<file path="src/rtl/core/tbcq_pkg.sv">
package tbcq_pkg;

  // Commands carried in a result item.
  typedef enum logic [2:0] {
    CMD_RESUME  = 3'd0,
    CMD_START   = 3'd1,
    CMD_PAUSE   = 3'd2,
    CMD_STOP    = 3'd3,
    CMD_LOOP    = 3'd4,
    CMD_NOTRACK = 3'd5
  } cmd_t;

  // Button slots, in the order they are examined.
  localparam int BTN_COUNT = 5;
  localparam logic [2:0] BTN_PLAY    = 3'd0;
  localparam logic [2:0] BTN_PAUSE   = 3'd1;
  localparam logic [2:0] BTN_STOP    = 3'd2;
  localparam logic [2:0] BTN_LOOP    = 3'd3;
  localparam logic [2:0] BTN_RESTART = 3'd4;

  // Bit positions of the active-low buttons in the panel bytes.
  localparam int PLAY_BIT    = 1;  // byte a
  localparam int PAUSE_BIT   = 4;  // byte a
  localparam int LOOP_BIT    = 3;  // byte a
  localparam int STOP_BIT    = 2;  // byte b
  localparam int RESTART_BIT = 5;  // byte b

  // Register selects, taken from paddr bit 2.
  localparam logic REG_LOCKOUT     = 1'b0;
  localparam logic REG_TRACK_LIMIT = 1'b1;

  localparam logic [15:0] LOCKOUT_RESET     = 16'd50;
  localparam logic [4:0]  TRACK_LIMIT_RESET = 5'd12;

  typedef struct packed {
    logic              standalone;
    logic signed [4:0] current_track;
    logic              looping_on;
    logic              player_paused;
    logic [31:0]       now_ms;
    logic [7:0]        panel_byte_b;
    logic [7:0]        panel_byte_a;
  } scan_t;

  typedef struct packed {
    logic [15:0] lockout_ms;
    logic [4:0]  track_limit;
  } cfg_t;

  typedef struct packed {
    logic [BTN_COUNT-1:0] press_latches;
    logic [31:0]          last_accept_time;
    logic                 playing_flag;
  } state_t;

  typedef struct packed {
    logic       playing_now;
    logic       loop_value;
    logic [3:0] track;
    cmd_t       command;
  } result_t;

  typedef struct packed {
    logic                 has_result;
    result_t              result;
    logic [BTN_COUNT-1:0] press_latches_nxt;
    logic                 playing_flag_nxt;
  } decision_t;

endpackage

</file>
<file path="src/rtl/core/tbcq_cfg.sv">
module tbcq_cfg
  import tbcq_pkg::*;
(
  input  logic        clk,
  input  logic        rst_n,
  input  logic        psel,
  input  logic        penable,
  input  logic        pwrite,
  input  logic [2:0]  paddr,
  input  logic [31:0] pwdata,
  output logic [31:0] prdata,
  output logic        pready,
  output cfg_t        cfg
);

  logic [15:0] lockout_r;
  logic [4:0]  track_limit_r;
  logic        wr_en;

  assign pready = 1'b1;
  assign wr_en  = psel && penable && pwrite;

  // Register writes land in the access phase; the word select is paddr bit 2.
  always_ff @(posedge clk) begin
    if (!rst_n) begin
      lockout_r     <= LOCKOUT_RESET;
      track_limit_r <= TRACK_LIMIT_RESET;
    end else if (wr_en) begin
      unique case (paddr[2])
        REG_LOCKOUT:     lockout_r     <= pwdata[15:0];
        REG_TRACK_LIMIT: track_limit_r <= pwdata[4:0];
      endcase
    end
  end

  // Read data is the selected register, zero extended.
  always_comb begin
    unique case (paddr[2])
      REG_LOCKOUT:     prdata = {16'd0, lockout_r};
      REG_TRACK_LIMIT: prdata = {27'd0, track_limit_r};
    endcase
  end

  assign cfg.lockout_ms  = lockout_r;
  assign cfg.track_limit = track_limit_r;

endmodule

</file>
<file path="src/rtl/core/tbcq_decide.sv">
module tbcq_decide
  import tbcq_pkg::*;
(
  input  scan_t     scan,
  input  state_t    state,
  input  cfg_t      cfg,
  output decision_t dec
);

  logic [BTN_COUNT-1:0] down;
  logic [BTN_COUNT-1:0] eligible;
  logic [31:0]          elapsed;
  logic                 window_open;
  logic                 found;
  logic [2:0]           btn_idx;
  logic                 track_ok;

  // Buttons are active low in the panel bytes.
  always_comb begin
    down[BTN_PLAY]    = ~scan.panel_byte_a[PLAY_BIT];
    down[BTN_PAUSE]   = ~scan.panel_byte_a[PAUSE_BIT];
    down[BTN_STOP]    = ~scan.panel_byte_b[STOP_BIT];
    down[BTN_LOOP]    = ~scan.panel_byte_a[LOOP_BIT];
    down[BTN_RESTART] = ~scan.panel_byte_b[RESTART_BIT];
  end

  // Shared lockout timer, compared with wrapping subtraction.
  assign elapsed     = scan.now_ms - state.last_accept_time;
  assign window_open = elapsed > {16'd0, cfg.lockout_ms};
  assign eligible    = down & ~state.press_latches;

  // The first newly pressed button in scan order wins the timer.
  always_comb begin
    found   = 1'b0;
    btn_idx = BTN_PLAY;
    for (int i = 0; i < BTN_COUNT; i++) begin
      if (!found && eligible[i]) begin
        found   = 1'b1;
        btn_idx = i[2:0];
      end
    end
  end

  assign track_ok = !scan.current_track[4] &&
                    ({1'b0, scan.current_track[3:0]} < cfg.track_limit);

  // Command selection and next latch and playing state.
  always_comb begin
    dec.has_result         = !scan.standalone && window_open && found;
    dec.result.command     = CMD_RESUME;
    dec.result.track       = 4'd0;
    dec.result.loop_value  = 1'b0;
    dec.playing_flag_nxt   = state.playing_flag;

    unique case (btn_idx)
      BTN_PLAY: begin
        if (scan.player_paused) begin
          dec.result.command   = CMD_RESUME;
          dec.playing_flag_nxt = 1'b1;
        end else if (track_ok) begin
          dec.result.command   = CMD_START;
          dec.result.track     = scan.current_track[3:0];
          dec.playing_flag_nxt = 1'b1;
        end else begin
          dec.result.command   = CMD_NOTRACK;
        end
      end
      BTN_PAUSE: begin
        dec.result.command = scan.player_paused ? CMD_RESUME : CMD_PAUSE;
      end
      BTN_STOP: begin
        dec.result.command   = CMD_STOP;
        dec.playing_flag_nxt = 1'b0;
      end
      BTN_LOOP: begin
        dec.result.command    = CMD_LOOP;
        dec.result.loop_value = ~scan.looping_on;
      end
      BTN_RESTART: begin
        if (track_ok) begin
          dec.result.command   = CMD_START;
          dec.result.track     = scan.current_track[3:0];
          dec.playing_flag_nxt = 1'b1;
        end else begin
          dec.result.command   = CMD_NOTRACK;
        end
      end
      default: begin
        dec.result.command = CMD_RESUME;
      end
    endcase

    // Without an accepted press the playing flag stays.
    if (!dec.has_result) begin
      dec.playing_flag_nxt = state.playing_flag;
    end
    dec.result.playing_now = dec.playing_flag_nxt;

    // Latches arm on the accepted press and clear on release; standalone scans leave them as they are.
    dec.press_latches_nxt = state.press_latches;
    if (!scan.standalone) begin
      for (int i = 0; i < BTN_COUNT; i++) begin
        if (dec.has_result && (btn_idx == i[2:0])) begin
          dec.press_latches_nxt[i] = 1'b1;
        end else if (!down[i]) begin
          dec.press_latches_nxt[i] = 1'b0;
        end
      end
    end
  end

endmodule

</file>
<file path="src/rtl/core/transport_button_command_qualifier.sv">
// A result item passes through the input register and the result register.
// Throughput: one scan per cycle unless a result waits on a stalled output;
// the press latches, lockout time stamp and playing flag update as a scan
// leaves the input register; a scan with no result is never held by a stall.
// Reset (synchronous, active low) clears all state and both stages and sets
// the lockout to 50 ms and the track limit to 12.
module transport_button_command_qualifier
  import tbcq_pkg::*;
(
  input  logic        clk,
  input  logic        rst_n,
  // Scan input.
  input  logic        in_tvalid,
  output logic        in_tready,
  // in_tdata: panel_byte_a[7:0], panel_byte_b[15:8], now_ms[47:16],
  // player_paused[48], looping_on[49], current_track[54:50], zero[55].
  input  logic [55:0] in_tdata,
  // in_tuser: standalone[0].
  input  logic        in_tuser,
  // Result output.
  output logic        out_tvalid,
  input  logic        out_tready,
  // out_tdata: command[2:0], track[6:3], loop_value[7], playing_now[8],
  // zero[15:9].
  output logic [15:0] out_tdata,
  // Configuration port.
  input  logic        cfg_psel,
  input  logic        cfg_penable,
  input  logic        cfg_pwrite,
  input  logic [2:0]  cfg_paddr,
  input  logic [31:0] cfg_pwdata,
  output logic [31:0] cfg_prdata,
  output logic        cfg_pready
);

  cfg_t      cfg;
  state_t    state_r;
  decision_t dec;
  scan_t     s1_scan_r;
  logic      s1_valid_r;
  result_t   out_res_r;
  logic      out_valid_r;
  logic      out_free;
  logic      s1_go;
  logic      in_fire;

  tbcq_cfg u_cfg (
    .clk     (clk),
    .rst_n   (rst_n),
    .psel    (cfg_psel),
    .penable (cfg_penable),
    .pwrite  (cfg_pwrite),
    .paddr   (cfg_paddr),
    .pwdata  (cfg_pwdata),
    .prdata  (cfg_prdata),
    .pready  (cfg_pready),
    .cfg     (cfg)
  );

  tbcq_decide u_decide (
    .scan  (s1_scan_r),
    .state (state_r),
    .cfg   (cfg),
    .dec   (dec)
  );

  // Handshake between the input register and the result register.
  assign out_free  = !out_valid_r || out_tready;
  assign s1_go     = s1_valid_r && (!dec.has_result || out_free);
  assign in_tready = !s1_valid_r || s1_go;
  assign in_fire   = in_tvalid && in_tready;

  // Input register.
  always_ff @(posedge clk) begin
    if (!rst_n) begin
      s1_valid_r <= 1'b0;
    end else if (in_fire) begin
      s1_valid_r <= 1'b1;
    end else if (s1_go) begin
      s1_valid_r <= 1'b0;
    end
    if (in_fire) begin
      s1_scan_r.panel_byte_a  <= in_tdata[7:0];
      s1_scan_r.panel_byte_b  <= in_tdata[15:8];
      s1_scan_r.now_ms        <= in_tdata[47:16];
      s1_scan_r.player_paused <= in_tdata[48];
      s1_scan_r.looping_on    <= in_tdata[49];
      s1_scan_r.current_track <= in_tdata[54:50];
      s1_scan_r.standalone    <= in_tuser;
    end
  end

  // Qualifier state advances as each scan leaves the input register.
  always_ff @(posedge clk) begin
    if (!rst_n) begin
      state_r.press_latches    <= '0;
      state_r.last_accept_time <= 32'd0;
      state_r.playing_flag     <= 1'b0;
    end else if (s1_go) begin
      state_r.press_latches <= dec.press_latches_nxt;
      state_r.playing_flag  <= dec.playing_flag_nxt;
      if (dec.has_result) begin
        state_r.last_accept_time <= s1_scan_r.now_ms;
      end
    end
  end

  // Result register.
  always_ff @(posedge clk) begin
    if (!rst_n) begin
      out_valid_r <= 1'b0;
    end else if (s1_go && dec.has_result) begin
      out_valid_r <= 1'b1;
    end else if (out_tready) begin
      out_valid_r <= 1'b0;
    end
    if (s1_go && dec.has_result) begin
      out_res_r <= dec.result;
    end
  end

  assign out_tvalid = out_valid_r;
  assign out_tdata  = {7'd0, out_res_r.playing_now, out_res_r.loop_value,
                       out_res_r.track, out_res_r.command};

`ifndef ASSERT_OFF
  // A stop result always reports playback stopped.
  a_stop_clears: assert property (@(posedge clk) disable iff (!rst_n)
    out_valid_r && (out_res_r.command == CMD_STOP) |-> !out_res_r.playing_now)
    else $error("stop result with playing flag set");

  // A start result always reports playback running.
  a_start_sets: assert property (@(posedge clk) disable iff (!rst_n)
    out_valid_r && (out_res_r.command == CMD_START) |-> out_res_r.playing_now)
    else $error("start result without playing flag");

  // Track and loop fields are zero outside their own commands.
  a_fields_zero: assert property (@(posedge clk) disable iff (!rst_n)
    out_valid_r |->
      ((out_res_r.command == CMD_START) || (out_res_r.track == 4'd0)) &&
      ((out_res_r.command == CMD_LOOP) || !out_res_r.loop_value))
    else $error("result field set for wrong command");

  // An accepted press records its time stamp for the lockout.
  a_time_kept: assert property (@(posedge clk) disable iff (!rst_n)
    s1_go && dec.has_result |=> state_r.last_accept_time == $past(s1_scan_r.now_ms))
    else $error("lockout time stamp not updated");
`endif

endmodule
</file>
<file path="config.mk">
export PLATFORM = sky130hd
export DESIGN_NAME = transport_button_command_qualifier
export DESIGN_NICKNAME = d
export VERILOG_FILES = /design/src/rtl/core/tbcq_pkg.sv /design/src/rtl/core/tbcq_cfg.sv /design/src/rtl/core/tbcq_decide.sv /design/src/rtl/core/transport_button_command_qualifier.sv
export SDC_FILE = /design/constraint.sdc
export NUM_CORES = 1
export LEC_CHECK = 0
export CAP_MARGIN = 10
export CORE_MARGIN = 5
export CORE_UTILIZATION = 45
export DETAILED_ROUTE_END_ITERATION = 8
export DONT_BUFFER_PORTS = 1
export GPL_TIMING_DRIVEN = 0
export REMOVE_ABC_BUFFERS = 1
export SLEW_MARGIN = 20
export SYNTH_ARGS = -nofsm -noshare
export SYNTH_HDL_FRONTEND = slang
export SYNTH_SLANG_ARGS = --single-unit
</file>
<file path="constraint.sdc">
create_clock -name clk -period 7.03 [get_ports clk]
set_input_delay 1.0545 -clock clk [delete_from_list [all_inputs] [get_ports clk]]
set_output_delay 1.0545 -clock clk [all_outputs]
set_load 0.005 [all_outputs]
</file>
==> results of run 1 <==
stage by stage:
step / instances / worst slack [ns] / util [%] / setup TNS [ns] / power [mW]
finish: 1030 / 0.8685 / 51.19 / 0 / 1.913
global route: 1030 / 0.4349 / 51.19 / 0 / 2.007
CTS: 1029 / 0.3821 / 51.13 / 0 / 1.940
detailed placement: 997 / 0.8554 / 46.98 / 0 / 1.037
global placement: 994 / -2.129 / 46.36 / -95.58 / 1.028
floorplan: 783 / 0.1514 / - / 0 / 0.9672
state kept, by name, summed over array words and instances, names as in the netlist:
name and count:
state_r 38, out_tvalid 1, s1_scan_r 45, s1_valid_r 1
u_cfg.track_limit_r 5, out_tdata 9, u_cfg.lockout_r 16
cell usage in the layout, fill, tap and decap left out, types with 3 or more instances in the layout:
cell type	instances
sky130_fd_sc_hd__nand3_1	9
sky130_fd_sc_hd__o22ai_1	3
sky130_fd_sc_hd__inv_1	71
sky130_fd_sc_hd__o31ai_1	3
sky130_fd_sc_hd__o21bai_1	3
sky130_fd_sc_hd__edfxtp_1	54
sky130_fd_sc_hd__nand4_1	13
sky130_fd_sc_hd__nand2b_1	5
sky130_fd_sc_hd__o21a_1	8
sky130_fd_sc_hd__a21boi_0	3
sky130_fd_sc_hd__a211oi_1	3
sky130_fd_sc_hd__or2_2	3
sky130_fd_sc_hd__a21oi_1	64
sky130_fd_sc_hd__nand2_1	158
sky130_fd_sc_hd__nor2b_1	7
sky130_fd_sc_hd__clkbuf_16	21
sky130_fd_sc_hd__o21ai_0	34
sky130_fd_sc_hd__o211ai_1	10
sky130_fd_sc_hd__dfxtp_1	61
sky130_fd_sc_hd__nor3_1	11
sky130_fd_sc_hd__a21o_1	6
sky130_fd_sc_hd__mux2i_1	40
sky130_fd_sc_hd__clkbuf_8	4
sky130_fd_sc_hd__xor2_1	7
sky130_fd_sc_hd__conb_1	24
sky130_fd_sc_hd__and2_1	5
sky130_fd_sc_hd__xnor2_1	13
sky130_fd_sc_hd__o2bb2ai_1	5
sky130_fd_sc_hd__o2111ai_1	4
sky130_fd_sc_hd__ha_1	50
sky130_fd_sc_hd__nor2_1	58
Yosys cell counts (all sizes together) (3+ instances only):
master and count:
o2bb2ai 5, and3 3, inv 71, and2 5, o21ai 36, clkbuf 19
nor2 59, o21a 8, a21boi 3, edfxtp 54, ha 50, mux2i 40
o2111ai 4, a211oi 3, a21oi 64, nand4 14, nand2b 5, o22ai 3
o31ai 4, nor2b 7, a31oi 3, nand3 9, o21bai 3, nor3 11
xor2 7, or2 3, a21o 6, o211ai 10, xnor2 13, dfxtp 61
buf 33, nand2 159
critical path: stages, from the launching register on:
cell and delay [ns]:
sky130_fd_sc_hd__edfxtp_1 0.35, sky130_fd_sc_hd__inv_1 0.05, sky130_fd_sc_hd__ha_1 0.20, sky130_fd_sc_hd__fa_1 0.39, sky130_fd_sc_hd__nand2b_1 0.18, sky130_fd_sc_hd__a21oi_1 0.31, sky130_fd_sc_hd__o21ai_0 0.20, sky130_fd_sc_hd__a21oi_1 0.33
sky130_fd_sc_hd__nor2_1 0.09, sky130_fd_sc_hd__xnor2_1 0.24, sky130_fd_sc_hd__ha_1 0.29, sky130_fd_sc_hd__nand4_1 0.17, sky130_fd_sc_hd__nor3_1 0.10, sky130_fd_sc_hd__a21boi_0 0.13, sky130_fd_sc_hd__o31a_1 0.35, sky130_fd_sc_hd__nor4b_1 0.38
sky130_fd_sc_hd__nand4_1 0.15, sky130_fd_sc_hd__nor4b_2 0.32, sky130_fd_sc_hd__nand4_1 0.23, sky130_fd_sc_hd__nand3_1 0.23
routing by layer:
metal  vias up  routed length [um]  track usage, %
met3        20                 923           5.142
met1      2569                7561           22.80
li1       2769                   -               -
met5         -                   0               0
met4         0                 267           6.103
met2       145                7754           29.88
cells by family (layout without fill, tap and decap cells):
logic type | after synthesis | in the layout | share of synthesized area [%]
xor+xnor | 20 | 20 | 2.490
buf+inv | 124 | 108 | 8.234
simple gates | 283 | 283 | 17.41
flops | 115 | 115 | 40.41
other cells | 2 | 24 | 0.1067
mux | 41 | 41 | 5.851
fa+ha+maj | 51 | 51 | 9.177
compound gates | 177 | 177 | 16.33
timing repair:
item                                   in CTS  in global routing
setup buffers                               0                  1
setup endpoints to repair                   0                  1
endpoints found under the hold margin       0                  0
hold buffers                                0                  0
cell type report:
class	count	area [um2]	share of cell area, %
repair buffers	4	82.58	1.057
well taps	211	264.0	3.380
clock inverters	6	48.80	0.6247
multi-input cells	596	3719	47.61
clock buffers	26	584.3	7.480
flip-flops and latches	115	2843	36.39
inverters	72	270.3	3.460
where the power goes:
part	switching [mW]	leakage (nW)	internal, mW	total (mW)
clock	0.310	0.311	0.577	0.887
sequential	0.0150	1.02	0.731	0.746
combinational	0.171	1.66	0.109	0.279
total	0.496	2.99	1.42	1.91
how the worst min path moves through the flow:
stage | to
after global placement | state_r[35]
after CTS | u_cfg.lockout_r[3]
after global routing | u_cfg.lockout_r[9]
after detailed placement | u_cfg.lockout_r[3]
after floorplan | state_r[35]
final | state_r[27]
==> parameters.txt, run 1 <==
Parameter                              Value

Status
  Status    completed

Yosys
  Total of warnings raised by yosys    0
  Gate Count Post-Synth    813
  Sequential fraction of the synthesis area    40.41%
  Synthesized cell area    between 7000 and 8000 um2
  Count of different cell masters after synthesis    70
  Top cells by area in the synthesized netlist    sky130_fd_sc_hd__edfxtp_1 23%, sky130_fd_sc_hd__dfxtp_1 17%, sky130_fd_sc_hd__ha_1 8.9%, sky130_fd_sc_hd__nand2_1 8.4%, sky130_fd_sc_hd__mux2i_1 5.7%
  Async S/R FF share, synth    0%
  Most common flop cell mapped by yosys    sky130_fd_sc_hd__dfxtp_1
  Top-area cell type share of the netlist area    roughly 23%
  Number of enable flip-flop cells after synthesis    54
  Area leader, netlist    sky130_fd_sc_hd__edfxtp_1
  Synth Register Bits    115
  Mean cell area of the mapped netlist    8.654 um2

STA
  Number of setup violations in the final report    0
  Max-slew violation count    0
  Clock skew    approximately 0.0097 ns
  Final-report hold violation count    0
  Setup repair after global routing missed its margin    no
  Hold WS    0.4540 ns
  Final period utilization    between 80% and 90%
  Worst slew margin relative to its limit    50.05%
  Min Tclk post-route    between 6 and 7 ns
  Slew of the pin with the lowest slew margin    0.7484 ns
  Max Fclk    162.3 MHz

Global routing
  Aggregate global routing overflow    0
  Maximum number of pins on one net before global-route repair    78
  Overall track demand over capacity in global routing    18.08%
  Number of global-route vias before repair    about 5.3k
  First-pass GRT wire length    26.18 mm
  Initial antenna violation count    0

Pwr
  Static leakage power    2.989 nW
  Power density over cell area    approximately 240 nW/um2
  Max VDD drop    around 0.23 mV

Worst setup path
  Critical path destination    in_tready
  Crit Path Category    reg -> out
  Required time of the critical path    5.98 ns
  Timing startpoint of the critical path    s1_scan_r[16]
  Path depth of the worst reg2reg path    21
  Crit path max fanout    4
  Category of the worst setup path capture point    primary output
  Endpoint of the worst-slack reg-to-reg timing path    s1_scan_r[33]
  Setup slack, reg-to-reg    1.34 ns
  Category of the worst setup path launch point    flip-flop
  Launch instance of the worst register-to-register path    s1_scan_r[16]
  Data arrival time of the critical path    5.11 ns

Clock network
  Htree depth    4
  CTS clock-pin slew for the worst setup and hold paths    0.05 ns
  Post-cts repair resize count    0
  TritonCTS clock tree    built
  CTS Buf Count    17
  Sinks on Clock Net    115
  Clk_lat worst skew    around 0.42 ns
  Worst-case clock buffer depth    2
  Root buf cell    sky130_fd_sc_hd__clkbuf_16

Placement
  Port bufs    0
  Half-perimeter wire length after detailed placement    12.62 mm
  Placed Area    7168 um2
  Global placement routability congestion    0.8551

Final layout
  Layout Area Growth over Synthesis    11.03%
  Fraction of final layout cells with drive strength greater than 1    5.861%
  Final instance area    ~7800 um2
  Final nets    956
  Number of diodes    0
  Fillcell total    1,389

Routing
  Post-detailed-route DRC marker count    0
  DR vias    roughly 5.5k
  Iteration-0 DRC count of the detailed router    ~300
  Mean number of vias per cell    5.343
  Antenna-violating nets left    0
  DR WL/cell    16.03 um
  Wire length reported by the detailed router    16.51 mm
  1st-pass router iterations    6

Die
  Number of placed I/O pins    150
  Die Y-Extent    135.0 um
  DIE WIDTH    135.0 um
  Full die area    18,230 um2
  Core region area    15,260 um2
  Initial cell density of the core    between 40% and 50%
  Standard-cell rows    45

Hold path
  Critical hold path startpoint    state_r[27]
  Worst Hold Path Cells    2
  Worst hold-check path type    reg -> reg

Flow run
  Maximum Capacitance Violations    0
(Power assumes the default switching activity.)
==> inputs of run 2 (changes only) <==
--- a/config.mk
+++ b/config.mk
@@ -6,11 +6,14 @@
 export NUM_CORES = 1
 export LEC_CHECK = 0
 export CAP_MARGIN = 10
+export CELL_PAD_IN_SITES_DETAIL_PLACEMENT = 0
+export CELL_PAD_IN_SITES_GLOBAL_PLACEMENT = 1
 export CORE_MARGIN = 5
-export CORE_UTILIZATION = 45
+export CORE_UTILIZATION = 43
 export DETAILED_ROUTE_END_ITERATION = 8
 export DONT_BUFFER_PORTS = 1
 export GPL_TIMING_DRIVEN = 0
+export PLACE_DENSITY_LB_ADDON = 0.1
 export REMOVE_ABC_BUFFERS = 1
 export SLEW_MARGIN = 20
 export SYNTH_ARGS = -nofsm -noshare
==> parameters.txt, run 2 (synthesis results as in run 1) <==
Parameter                              Value

Status
  Status    completed

Hold path
  Worst Hold Path Cells    2 (unchanged)
  Worst hold-check path type    reg -> reg
  Worst-case hold path end point    state_r[35]
  Critical hold path startpoint    state_r[35]

Final layout
  Fraction of final layout cells with drive strength greater than 1    6.212% (+0.35 points)
  Reg with most FFs    s1_scan_r
  Most frequent cells in the layout    158 x sky130_fd_sc_hd__nand2_1, 71 x sky130_fd_sc_hd__inv_1, 64 x sky130_fd_sc_hd__a21oi_1, 61 x sky130_fd_sc_hd__dfxtp_1, 58 x sky130_fd_sc_hd__nor2_1
  Leading cell type in the layout, fill and taps excluded    sky130_fd_sc_hd__nand2_1
  Final instance area    7819 um2 (about the same)
  Number of diodes    0 (unchanged)
  Final non-filler cell total    1,037 (+0.68%)
  Final nets    958 (+0.21%)
  End-of-flow core utilization    49.04% (-2.2 points)
  Layout Area Growth over Synthesis    11.13% (about the same)
  Biggest regs    s1_scan_r (45), state_r (38), u_cfg.lockout_r (16)
  Flip-flop count of the largest register after layout    45 (unchanged)

Flow run
  Maximum Capacitance Violations    0 (unchanged)

Clock network
  Htree depth    4 (unchanged)
  Post-cts repair resize count    0 (unchanged)
  CTS clock-pin slew for the worst setup and hold paths    0.06 ns (about the same)
  Worst-case clock buffer depth    2 (unchanged)
  Clk_lat worst skew    0.42 ns (about the same)
  Hold bufs inserted after CTS    0 (unchanged)
  TritonCTS clock tree    built
  Root buf cell    sky130_fd_sc_hd__clkbuf_16
  CTS Buf Count    17 (unchanged)
  Post-CTS repair timing setup buffer count    0 (unchanged)
  Sinks on Clock Net    115 (unchanged)

Worst setup path
  Path depth of the worst reg2reg path    22 (+4.8%)
  Category of the worst setup path capture point    primary output
  Setup slack, reg-to-reg    1.24 ns (-0.10 ns)
  Cell type group with the largest total delay on the critical path    simple AND/OR/NAND/NOR gates
  Data arrival time of the critical path    5.16 ns (+0.05 ns)
  Endpoint of the worst-slack reg-to-reg timing path    s1_scan_r[32]
  Chain of cells forming the critical path    inv_1, ha_1, fa_1, nand2b_1, a21oi_1, o21ai_0, a21oi_1, nor2_1, xnor2_1, ha_1, nand4_1, nor3_1, a21boi_0, o31a_1, nor4b_1, nand4_1, nor4b_2, nand4_1, buf_4, nand3_1
  Master of the slowest instance on the critical path    sky130_fd_sc_hd__fa_1
  Crit Path Category    reg -> out
  Required time of the critical path    5.98 ns (about the same)
  Category of the worst setup path launch point    flip-flop
  Biggest cell delay along the critical path    0.40 ns (about the same)
  Critical path buffers and inverters    2 (+1)
  Crit path max fanout    6 (+2)
  Most repeated library cell on the critical path    sky130_fd_sc_hd__nand4_1
  Launch instance of the worst register-to-register path    s1_scan_r[16]

Routing
  DR WL/cell    15.63 um (-2.5%)
  Mean number of vias per cell    5.332 (-0.21%)
  Antenna-violating nets left    0 (unchanged)
  1st-pass router iterations    5 (-1)
  DR vias    5,529 (+0.47%)
  Post-detailed-route DRC marker count    0 (unchanged)
  Wire length reported by the detailed router    16.21 mm (-1.8%)
  Iteration-0 DRC count of the detailed router    337 (+14%)

Placement
  Pre-CTS WS    0.7287 ns (-0.1267 ns)
  Half-perimeter wire length after detailed placement    12.50 mm (-0.97%)
  Global placement routability congestion    0.9181 (+7.4%)
  Port bufs    0 (unchanged)
  Number of placed cells counting well taps    1,002 (+0.50%)
  Placed Area    7177 um2 (+0.12%)

Global routing
  Met1 usage    22.01% (-0.78 points)
  Maximum number of pins on one net before global-route repair    78 (unchanged)
  Met3 track utilization from global routing    4.282% (-0.86 points)
  Met2 Track Usage GR    28.88% (-1.0 points)
  Number of global-route vias before repair    5,427 (+2.3%)
  First-pass GRT wire length    26.00 mm (-0.68%)
  Grt peak-use layer    met2
  Initial antenna violation count    1 (+1)
  Overall track demand over capacity in global routing    17.38% (-0.70 points)
  Aggregate global routing overflow    0 (unchanged)

Pwr
  Static leakage power    2.986 nW (-0.11%)
  Max VDD drop    0.1545 mV (-33%)
  Power density over cell area    247.0 nW/um2 (+0.87%)

Die
  Die Y-Extent    137.9 um (+2.1%)
  Initial cell density of the core    44.13% (-2.0 points)
  Number of placed I/O pins    150 (unchanged)
  Core region area    15,940 um2 (+4.5%)
  Standard-cell rows    46 (+2.2%)
  Full die area    19,020 um2 (+4.3%)
  DIE WIDTH    137.9 um (+2.1%)

STA
  Max Fclk    160.8 MHz (-0.92%)
  Final-report hold violation count    0 (unchanged)
  Clock skew    0.007693 ns (-0.002048 ns)
  Final period utilization    88.46% (+0.82 points)
  Setup repair after global routing missed its margin    no
  Slew of the pin with the lowest slew margin    0.7552 ns (+0.006821 ns)
  Worst slew margin relative to its limit    49.60% (-0.46 points)
  Hold WS    0.4536 ns (-0.0004090 ns)
  Max-slew violation count    0 (unchanged)
  Number of setup violations in the final report    0 (unchanged)
  Final setup slack of the worst path    0.8110 ns (-0.05748 ns)
  Min Tclk post-route    6.219 ns (+0.05748 ns)
## run 2: per-layer routing
metal	vias up	routed length (um)
met5	-	7
met4	2	293
met3	27	964
met2	149	7541
met1	2575	7404
li1	2776	-
## run 2: worst reg2reg max path, stage by stage (launching register included)
cell and delay, ns:
sky130_fd_sc_hd__edfxtp_1 0.35, sky130_fd_sc_hd__inv_1 0.05, sky130_fd_sc_hd__ha_1 0.21, sky130_fd_sc_hd__fa_1 0.40
sky130_fd_sc_hd__nand2b_1 0.18, sky130_fd_sc_hd__a21oi_1 0.33, sky130_fd_sc_hd__o21ai_0 0.19, sky130_fd_sc_hd__a21oi_1 0.35
sky130_fd_sc_hd__nor2_1 0.10, sky130_fd_sc_hd__xnor2_1 0.28, sky130_fd_sc_hd__ha_1 0.30, sky130_fd_sc_hd__nand4_1 0.16
sky130_fd_sc_hd__nor3_1 0.10, sky130_fd_sc_hd__a21boi_0 0.13, sky130_fd_sc_hd__o31a_1 0.36, sky130_fd_sc_hd__nor4b_1 0.35
sky130_fd_sc_hd__nand4_1 0.15, sky130_fd_sc_hd__nor4b_2 0.31, sky130_fd_sc_hd__nand4_1 0.13, sky130_fd_sc_hd__buf_4 0.20
sky130_fd_sc_hd__buf_4 0.15, sky130_fd_sc_hd__a31oi_4 0.47, sky130_fd_sc_hd__buf_16 0.24
## run 2: area by class of cell
type                    count  area [um2]
clock inverters            15       193.9
flip-flops and latches    115        2843
well taps                 216       270.3
inverters                  72       270.3
repair buffers              6       97.59
multi-input cells         596        3719
fillers                  1534        8124
clock buffers              17       425.4
## run 2: metrics by stage
step                TNS, ns  power (mW)
floorplan                 0      0.9672
global placement     -98.06       1.029
finish                    0       1.931
detailed placement        0       1.038
CTS                       0       1.958
global route              0       2.033
## run 2: worst max-delay path by stage
stage                        from             to  slack, ns  cells past startpoint
detailed placement  s1_scan_r[16]      in_tready       0.73                     19
global placement    s1_scan_r[16]  s1_scan_r[21]      -2.19                     19
finish              s1_scan_r[16]      in_tready       0.81                     20
floorplan              state_r[2]  s1_scan_r[10]       0.15                     20
global route        s1_scan_r[16]      in_tready       0.49                     20
CTS                 s1_scan_r[16]      in_tready       0.25                     19
## run 2: where the power goes
group          switching [mW]  total (mW)  internal [mW]
Clock                   0.340       0.908          0.567
Combinational           0.170       0.278          0.108
Sequential             0.0147       0.746          0.731
Total                   0.525        1.93           1.41
==> inputs of run 3 (changes only) <==
--- a/config.mk
+++ b/config.mk
@@ -9,7 +9,7 @@
 export CELL_PAD_IN_SITES_DETAIL_PLACEMENT = 0
 export CELL_PAD_IN_SITES_GLOBAL_PLACEMENT = 1
 export CORE_MARGIN = 5
-export CORE_UTILIZATION = 43
+export CORE_UTILIZATION = 40
 export DETAILED_ROUTE_END_ITERATION = 8
 export DONT_BUFFER_PORTS = 1
 export GPL_TIMING_DRIVEN = 0
==> parameters.txt, run 3 (synthesis results as in run 1) <==
Parameter                              Value

Final layout
  Reg with most FFs    s1_scan_r
  Most frequent cells in the layout    158 x sky130_fd_sc_hd__nand2_1, 71 x sky130_fd_sc_hd__inv_1, 64 x sky130_fd_sc_hd__a21oi_1, 61 x sky130_fd_sc_hd__dfxtp_1, 58 x sky130_fd_sc_hd__nor2_1
  Biggest regs    s1_scan_r (45), state_r (38), u_cfg.lockout_r (16)
  Flip-flop count of the largest register after layout    45 (unchanged)
  Final nets    957 (-0.10%)
  Fraction of final layout cells with drive strength greater than 1    6.098% (-0.11 points)
  Final instance area    7801 um2 (-0.22%)
  Layout Area Growth over Synthesis    10.88%
  Number of diodes    0 (unchanged)
  Leading cell type in the layout, fill and taps excluded    sky130_fd_sc_hd__nand2_1
  Fillcell total    1,712 (+12%)
  End-of-flow core utilization    45.10% (-3.9 points)

Pwr
  Static leakage power    2.976 nW (-0.31%)
  Logic gate share of total power    14.7% (+0.3 points)
  Clock network power share    46.2% (-0.8 points)
  Switch share    28.03% (+0.85 points)
  Power density over cell area    244.2 nW/um2 (-1.1%)
  Switching power    0.5340 mW (+1.7%)
  Total power after layout    1.905 mW (-1.4%)
  Max VDD drop    0.1589 mV (+2.8%)
  Sequential group share of total power    39.1% (+0.5 points)
  Cell internal power dissipation    1.371 mW (-2.5%)

Routing
  Iteration-0 DRC count of the detailed router    297 (-12%)
  DR WL/cell    15.82 um (+1.2%)
  Post-detailed-route DRC marker count    0 (unchanged)
  Wire length on met2    7.717 mm (+2.3%)
  Highest signal layer in the routed design    met4
  Mean number of vias per cell    5.291 (-0.77%)
  Wire length reported by the detailed router    16.54 mm (+2.0%)
  1st-pass router iterations    5 (unchanged)
  DR vias    5,529 (unchanged)
  Routed length on met3    911 um (-5.5%)
  Wire length on met1    7.708 mm (+4.1%)
  Antenna-violating nets left    0 (unchanged)

Clock network
  Root buf cell    sky130_fd_sc_hd__clkbuf_16
  CTS Buf Count    17 (unchanged)
  Htree depth    4 (unchanged)
  TritonCTS clock tree    built
  Worst-case clock buffer depth    2 (unchanged)
  CTS clock-pin slew for the worst setup and hold paths    0.06 ns (about the same)
  Hold bufs inserted after CTS    0 (unchanged)
  Sinks on Clock Net    115 (unchanged)
  Clk_lat worst skew    0.42 ns (about the same)

STA
  Clock skew    0.007996 ns (+0.0003030 ns)
  Hold WS    0.4466 ns (-0.007060 ns)
  Max Fclk    158.6 MHz (-1.4%)
  Final setup slack of the worst path    0.7238 ns (-0.08721 ns)
  Slew of the pin with the lowest slew margin    0.7073 ns (-0.04789 ns)
  Worst slew margin relative to its limit    52.79% (+3.2 points)
  Number of setup violations in the final report    0 (unchanged)
  Final-report hold violation count    0 (unchanged)
  Max-slew violation count    0 (unchanged)
  Setup repair after global routing missed its margin    no
  Min Tclk post-route    6.306 ns (+0.08721 ns)
  Final period utilization    89.70% (+1.2 points)

Hold path
  Worst hold-check path type    reg -> reg

Worst setup path
  Crit path max fanout    4 (-2)
  Required time of the critical path    5.98 ns (about the same)
  Most repeated library cell on the critical path    sky130_fd_sc_hd__nand4_1
  Chain of cells forming the critical path    inv_1, ha_1, fa_1, nand2b_1, a21oi_1, o21ai_0, a21oi_1, nor2_1, xnor2_1, ha_1, nand4_1, nor3_1, a21boi_0, o31a_1, nor4b_1, nand4_1, nor4b_2, nand4_1, nand3_1
  Category of the worst setup path capture point    primary output
  Category of the worst setup path launch point    flip-flop
  Biggest cell delay along the critical path    0.40 ns (about the same)
  Data arrival time of the critical path    5.25 ns (+0.09 ns)
  Crit Path Category    reg -> out
  Master of the slowest instance on the critical path    sky130_fd_sc_hd__fa_1

Placement
  Placed Area    7188 um2 (+0.16%)
  Half-perimeter wire length after detailed placement    12.79 mm (+2.4%)
  Pre-CTS WS    0.6763 ns (-0.05245 ns)
  Global placement routability congestion    0.8370 (-8.8%)
  Port bufs    0 (unchanged)

Status
  Status    completed

Die
  Standard-cell rows    48 (+4.3%)
  Full die area    20,340 um2 (+6.9%)
  Number of placed I/O pins    150 (unchanged)
  Die Y-Extent    142.6 um (+3.4%)
  Core region area    17,300 um2 (+8.5%)
  Initial cell density of the core    40.68% (-3.5 points)
  DIE WIDTH    142.6 um (+3.4%)

Global routing
  Initial antenna violation count    0 (-1)
  Maximum number of pins on one net before global-route repair    78 (unchanged)
  Overall track demand over capacity in global routing    16.45% (-0.94 points)
  First-pass GRT wire length    26.84 mm (+3.2%)
  Aggregate global routing overflow    0 (unchanged)
  Number of global-route vias before repair    5,352 (-1.4%)

Flow run
  Maximum Capacitance Violations    0 (unchanged)
run 3: power groups by stage:
stage	registers [mW]	logic [mW]	clock network, mW
after global routing	0.748	0.318	0.942
after detailed placement	0.760	0.281	0
after CTS	0.746	0.282	0.906
after floorplan	0.756	0.211	0
after global placement	0.762	0.272	0
final	0.745	0.280	0.880
run 3: repair_timing:
item	CTS	global route
buffers inserted	0	2
setup endpoints to repair	0	1
gates resized for setup	0	0
hold endpoints to repair	0	0
run 3: per-stage QoR:
| step | setup TNS, ns | std cells |
|---|---|---|
| 4_1_cts | 0 | 1043 |
| 6_report | 0 | 1045 |
| 3_3_place_gp | -104.46 | 1008 |
| 2_1_floorplan | 0 | 783 |
| 3_5_place_dp | 0 | 1011 |
| 5_1_grt | 0 | 1045 |
run 3: worst paths after layout:
check | depth (start not counted) | start | endpoint | slack, ns
worst max-delay path | 19 | s1_scan_r[16] | in_tready | 0.72
worst max register to register | 22 | s1_scan_r[16] | s1_scan_r[22] | 1.16
worst min-delay path | 2 | state_r[35] | state_r[35] | 0.45
worst min register to register | 2 | state_r[35] | state_r[35] | 0.45
run 3: critical path, delay by kind of cell, from the launching register on:
family / cells / cell delay (ns)
simple gates: 9 / 1.82
flops: 1 / 0.34
fa+ha+maj: 3 / 0.93
xor+xnor: 1 / 0.34
buf+inv: 1 / 0.05
compound gates: 5 / 1.37
run 3: layer usage:
| layer | vias up | track usage, % |
|---|---|---|
| met4 | 0 | 4.952 |
| li1 | 2782 | - |
| met5 | - | 0 |
| met2 | 141 | 26.93 |
| met1 | 2589 | 21.55 |
| met3 | 17 | 4.086 |
run 3: final cells by class:
class                   count  area, um2  share of cell area (%)
clock buffers              17      425.4                   5.453
clock inverters            15      172.7                   2.213
inverters                  72      270.3                   3.464
multi-input cells         596       3719                   47.67
flip-flops and latches    115       2843                   36.44
well taps                 225      281.5                   3.609
repair buffers              5      90.09                   1.155
